**src/rtl/core/stcs_pkg.sv**
```systemverilog
// Shared types and constants for the sorted table ceiling search block.
// Used by the channel interfaces, the register file, the search engine and the top level.
// No dependencies.
package stcs_pkg;

    // Field widths of the request and response channels
    localparam int OP_W     = 1;
    localparam int SLOT_W   = 10;
    localparam int KEY_W    = 32;
    localparam int INDEX_W  = 10;
    localparam int COUNT_W  = 11;

    // APB register space: one word per register
    localparam int PADDR_W  = 3;
    localparam int PDATA_W  = 32;

    // Request operation codes
    localparam logic [OP_W-1:0] OP_WRITE  = 1'b0;
    localparam logic [OP_W-1:0] OP_SEARCH = 1'b1;

    // Response status codes
    localparam logic STATUS_FOUND = 1'b0;
    localparam logic STATUS_NONE  = 1'b1;

    // Register indexes, taken from paddr[2]
    localparam logic REG_ENTRY_COUNT    = 1'b0;
    localparam logic REG_COMPARE_SIGNED = 1'b1;

    // Configuration handed from the register file to the search engine
    typedef struct packed {
        logic [COUNT_W-1:0] entry_count;
        logic               compare_signed;
    } cfg_t;

endpackage

```
**src/rtl/core/stcs_cfg_regs.sv**
```systemverilog
// APB register file: entry count and compare mode for the search engine.
// Depends on stcs_pkg for register indexes and the cfg_t struct.
module stcs_cfg_regs (
    input  logic                          clk,
    input  logic                          rst_n,
    input  logic                          psel,
    input  logic                          penable,
    input  logic                          pwrite,
    input  logic [stcs_pkg::PADDR_W-1:0]  paddr,
    input  logic [stcs_pkg::PDATA_W-1:0]  pwdata,
    output logic [stcs_pkg::PDATA_W-1:0]  prdata,
    output logic                          pready,
    output stcs_pkg::cfg_t                cfg
);

    logic [stcs_pkg::COUNT_W-1:0] entry_count_reg;
    logic                         compare_signed_reg;
    logic                         wr_en;

    assign pready = 1'b1;
    assign wr_en  = psel && penable && pwrite && pready;

    // Write the addressed register in the access phase
    always_ff @(posedge clk or negedge rst_n)
    begin
        if (!rst_n)
        begin
            entry_count_reg    <= '0;
            compare_signed_reg <= 1'b0;
        end
        else if (wr_en)
        begin
            if (paddr[2] == stcs_pkg::REG_ENTRY_COUNT)
            begin
                entry_count_reg <= pwdata[stcs_pkg::COUNT_W-1:0];
            end
            else
            begin
                compare_signed_reg <= pwdata[0];
            end
        end
    end

    // Return the addressed register on reads
    always_comb
    begin
        if (paddr[2] == stcs_pkg::REG_COMPARE_SIGNED)
        begin
            prdata = stcs_pkg::PDATA_W'(compare_signed_reg);
        end
        else
        begin
            prdata = stcs_pkg::PDATA_W'(entry_count_reg);
        end
    end

    assign cfg.entry_count    = entry_count_reg;
    assign cfg.compare_signed = compare_signed_reg;

endmodule

```
**config.mk**
```make
export PLATFORM = sky130hd
export DESIGN_NAME = stcs_cfg_regs
export DESIGN_NICKNAME = d
export VERILOG_FILES = /design/src/rtl/core/stcs_pkg.sv /design/src/rtl/core/stcs_cfg_regs.sv
export SDC_FILE = /design/constraint.sdc
export NUM_CORES = 1
export LEC_CHECK = 0
export BUFFER_PORTS_ARGS = -buffer_cell sky130_fd_sc_hd__buf_2
export CAP_MARGIN = 10
export CORE_ASPECT_RATIO = 1.25
export CORE_MARGIN = 5
export CORE_UTILIZATION = 36
export CTS_CLUSTER_SIZE = 24
export DETAILED_ROUTE_END_ITERATION = 10
export PLACE_DENSITY_LB_ADDON = 0.1
export SLEW_MARGIN = 25
export SYNTH_ARGS = -nofsm -noshare
export SYNTH_HDL_FRONTEND = slang
export SYNTH_SLANG_ARGS = --single-unit
export TNS_END_PERCENT = 20
```
**constraint.sdc**
```tcl
create_clock -name clk -period 2.2 [get_ports clk]
set_input_delay 0 -clock clk [delete_from_list [all_inputs] [get_ports clk]]
set_output_delay 0 -clock clk [all_outputs]
set_load 0.005 [all_outputs]
```
# --- Yosys cells after proc, flatten, opt, wreduce, memory -nomap -nowiden ---
# Cells that the tools add are included.
# Widths: inputs -> output; s select.
op_classes:
  reduce_logical: 4
  n_mux: 1
  bitwise: 1
ops:
  columns: ["operator", "count"]
  rows:
  - ["$mux 11", 1]
  - ["$reduce_and 2->1", 2]
  - ["$logic_and 1x1->1", 2]
  - ["$not 1->1", 1]
totals:
  word_cells: 8
  output_inout_bits: 45
  inputBits: 40
  regBits: 12

# --- Longest topological paths before layout ---
depth:
  word_depth: 3
  mapped_depth: 3
  ltp_nobuf: 2

# --- Worst setup path after synthesis ---
# Ideal clock, no wire load.
synth_path:
  path_kind: "reg2reg"
  start: "reg entry_count_reg[0] (netlist name)"
  end: "reg entry_count_reg[0] (netlist name)"
  n_path_buf: 0
  setup_ns: 0.125
  slack_ns: 1.449
  path_stages_with_launch: 2
  arrival_time_ns: 0.626
  synth_period_minus_slack_ns: 0.751
  required_ns: 2.075
  path_cell_list: "dfrtp_1 > mux2_4"
synth_lines:
  columns: ["item", "line", "source"]
  rows:
  - ["end signal, assigned", "stcs_cfg_regs.sv:35", "entry_count_reg <= pwdata[stcs_pkg::COUNT_W-1:0];"]
  - ["end, declared", "stcs_cfg_regs.sv:16", "logic [stcs_pkg::COUNT_W-1:0] entry_count_reg;"]

# --- Worst setup path in the final report ---
layout_path:
  start: "reg compare_signed_reg"
  end: "out prdata[0] (netlist name)"
layout_via:
  elab_chain_len: 1
layout_rtl:
  columns: ["item", "line", "source"]
  rows:
  - ["start, declared", "stcs_cfg_regs.sv:17", "logic compare_signed_reg;"]
  - ["start signal, assigned", "stcs_cfg_regs.sv:39", "compare_signed_reg <= pwdata[0];"]
  - ["$mux 11", "stcs_cfg_regs.sv:47", "if (paddr[2] == stcs_pkg::REG_COMPARE_SIGNED)"]
  - ["end, declared", "stcs_cfg_regs.sv:11", "output logic [stcs_pkg::PDATA_W-1:0] prdata,"]
# Every way passes these cells.

==> results.cfg <==
[routing]
vias = 547
drtPass1Iterations = 3
wl_per_cell_um = 11.5
ant_nets = 0
via_per_inst = 4.08
detail_route.iter0.violations = 2
wl_um = 1540
drc_errors = 0

[yosys]
post_synth_fa_ha_maj_area_fraction_pct = 0
synthTopCellsByArea = dfrtp_1 39%, buf_4 22%, mux2_4 19%
yosys.area_share.simple_pct = 12.0
synth_compound_area_share_pct = 0
syn_inst = 64
ys_types = 10
synth_top_family_by_area = buffers and inverters
synth_top_area_share_pct = 38.9
synth_warnings = 0
seq_area_frac_synth_pct = 38.9
yosys.area.top_type = dfrtp_1
synth_mux_area_share_pct = 23.8
synth_xor_area_share_pct = 0
synth_seq_cells = 12
avgSynthCellArea_um2 = 12.1
synth_area_um2 = 772

[setup_path]
path_class = flop to output port
rrSetupSlack_ns = 1.43
reg2reg_depth = 1
cpLargestDelayFamily = flip-flops
crit_arrival_ns = 1.05
worst-path-buf-inv = 1
critPathMaxStageDelay_ns = 0.40
cp_cell_sequence = mux2_2, buf_2
critPathLaunch = compare_signed_reg$_DFFE_PN0P_
r2r-end = entry_count_reg[5]$_DFFE_PN0P_
crit_end = prdata[0]
path_max_fanout = 3
timing.rr.start = entry_count_reg[5]$_DFFE_PN0P_
startpoint_type = flop
worst-path-stages = 2
endpoint_kind = output port
slowest_stage = dfrtp_1
critical_path_required_ns = 2.20

[hold_path]
hold_path_depth = 3
hold_path_class = input port to flop

[clocking]
cts_root_buffer = clkbuf_4
clkLatencyLatePin_ns = 0.26
cts_sinks = 12
post_cts_buffers = 0
cts_buffers = 3
cts_tree = yes
path_clk_slew_ns = 0.07
cts_buffer_depth = 2
h-tree-depth = 1

[floorplan]
die_w_um = 51.4
ioPinCount = 85
fp.dieH_um = 61.8
coreArea_um2 = 2000
rows = 18
dieArea_um2 = 3180
initial_core_util_pct = 38.5

[global_route]
grt_pass1_wl_um = 2460
overflow = 0
grt_start_max_net_pins = 14
track_usage_pct = 10.2
grt_pass1_vias = 569
antenna_found_initial = 0

[sta]
timing.fmax_ghz = 0.955
slew_viol_final = 0
fin_setup_tns_ns = 0
period_needed_ns = 1.05
setup_viol = 0
fin_crit_sh_pct = 47.6
finalHoldViolCount = 0
holdWs_ns = 0.118
rsz0062_at_grt = false
skew_ns = 0

[run]
drv_cap = 0

[finish]
final_cell_mix = 39 x buf_2, 22 x conb_1, 12 x dfrtp_1, 12 x dlygate4sd3_1
diodes = 0
drive_gt1_share_pct = 50.0
nNetsFinal = 155
stdcell_count = 134
largest_reg_flops = 11
utilization_pct = 51.7
area_growth_pct = 34.2
final_common_cell = buf_2

[outcome]
outcome = finished, final reports clean

[power]
p_switching_uw = 185
power_density_nw_per_um2 = 683
power_frac_seq_pct = 42.8
p_leak_nw = 0.598
p_comb_share_pct = 33.1
clkPwrFrac_pct = 24.2
p_int_uw = 522
netSwitchingFraction_pct = 26.2
vdd_drop_max_uv = 545

[placement]
place.gp.congestion = 0.612
portBuffers = 39
dp_cells = 118
hpwlAfterDp_um = 1170
==> per-stage QoR <==
step,power (mW),cell area (µm²),setup WS [ns]
6_report,0.708,1040,1.15
5_1_grt,0.757,1040,1.10
2_1_floorplan,0.454,847,1.45
3_5_place_dp,0.527,880,1.09
4_1_cts,0.720,1040,1.13
3_3_place_gp,0.525,880,1.09
==> cell families (layout without fill, tap and decap cells) <==
group                  Yosys count  after routing
and+or+nand+nor                 12             12
DFF                             12             12
buffers and inverters           25             55
muxes                           13             13
other                            2             22
==> power groups by stage <==
stage          registers (mW)  clock network, mW  logic (mW)
2_1_floorplan           0.308                  0       0.147
3_3_place_gp            0.305                  0       0.220
3_5_place_dp            0.306                  0       0.221
4_1_cts                 0.304              0.178       0.238
5_1_grt                 0.311              0.184       0.262
6_report                0.303              0.171       0.234
==> routing by layer <==
layer	global-route usage (%)	vias up	routed length, µm
li1	-	262	-
met3	1.91	0	164
met4	4.49	0	0
met1	11.8	252	576
met2	18.5	33	801
met5	0	-	0
==> repair_timing <==
item	CTS	global route
hold buffers	12	0
hold endpoints to repair	24	0
resized for setup	0	0
==> tightest hold or removal path, stage by stage <==
cell and delay, ns:
buf_2 0.12, nand4_1 0.09, mux2_2 0.15
==> cell type report <==
cell class                 count  area, µm²
clock buffer                   4       36.3
fill                         194        968
multi-input combinational     47        359
sequential                    12        300
tap                           20       25.0
timing repair buffer          51        315
==> how the worst min path moves through the flow <==
stage | from | endpoint | slack [ns]
finish | penable | compare_signed_reg$_DFFE_PN0P_ | 0.12
global route | penable | compare_signed_reg$_DFFE_PN0P_ | 0.12
CTS | penable | compare_signed_reg$_DFFE_PN0P_ | 0.11
detailed placement | rst_n | entry_count_reg[0]$_DFFE_PN0P_ | -0.11
global placement | rst_n | entry_count_reg[0]$_DFFE_PN0P_ | -0.10
floorplan | rst_n | compare_signed_reg$_DFFE_PN0P_ | -0.30
==> synth_stat cells, drive strengths merged <==
master	n
buf	24
nor2b	10
conb	2
clkbuf	1
nand4	1
mux2	13
dfrtp	12
nand4b	1
Power figures use the tool's default switching activity.
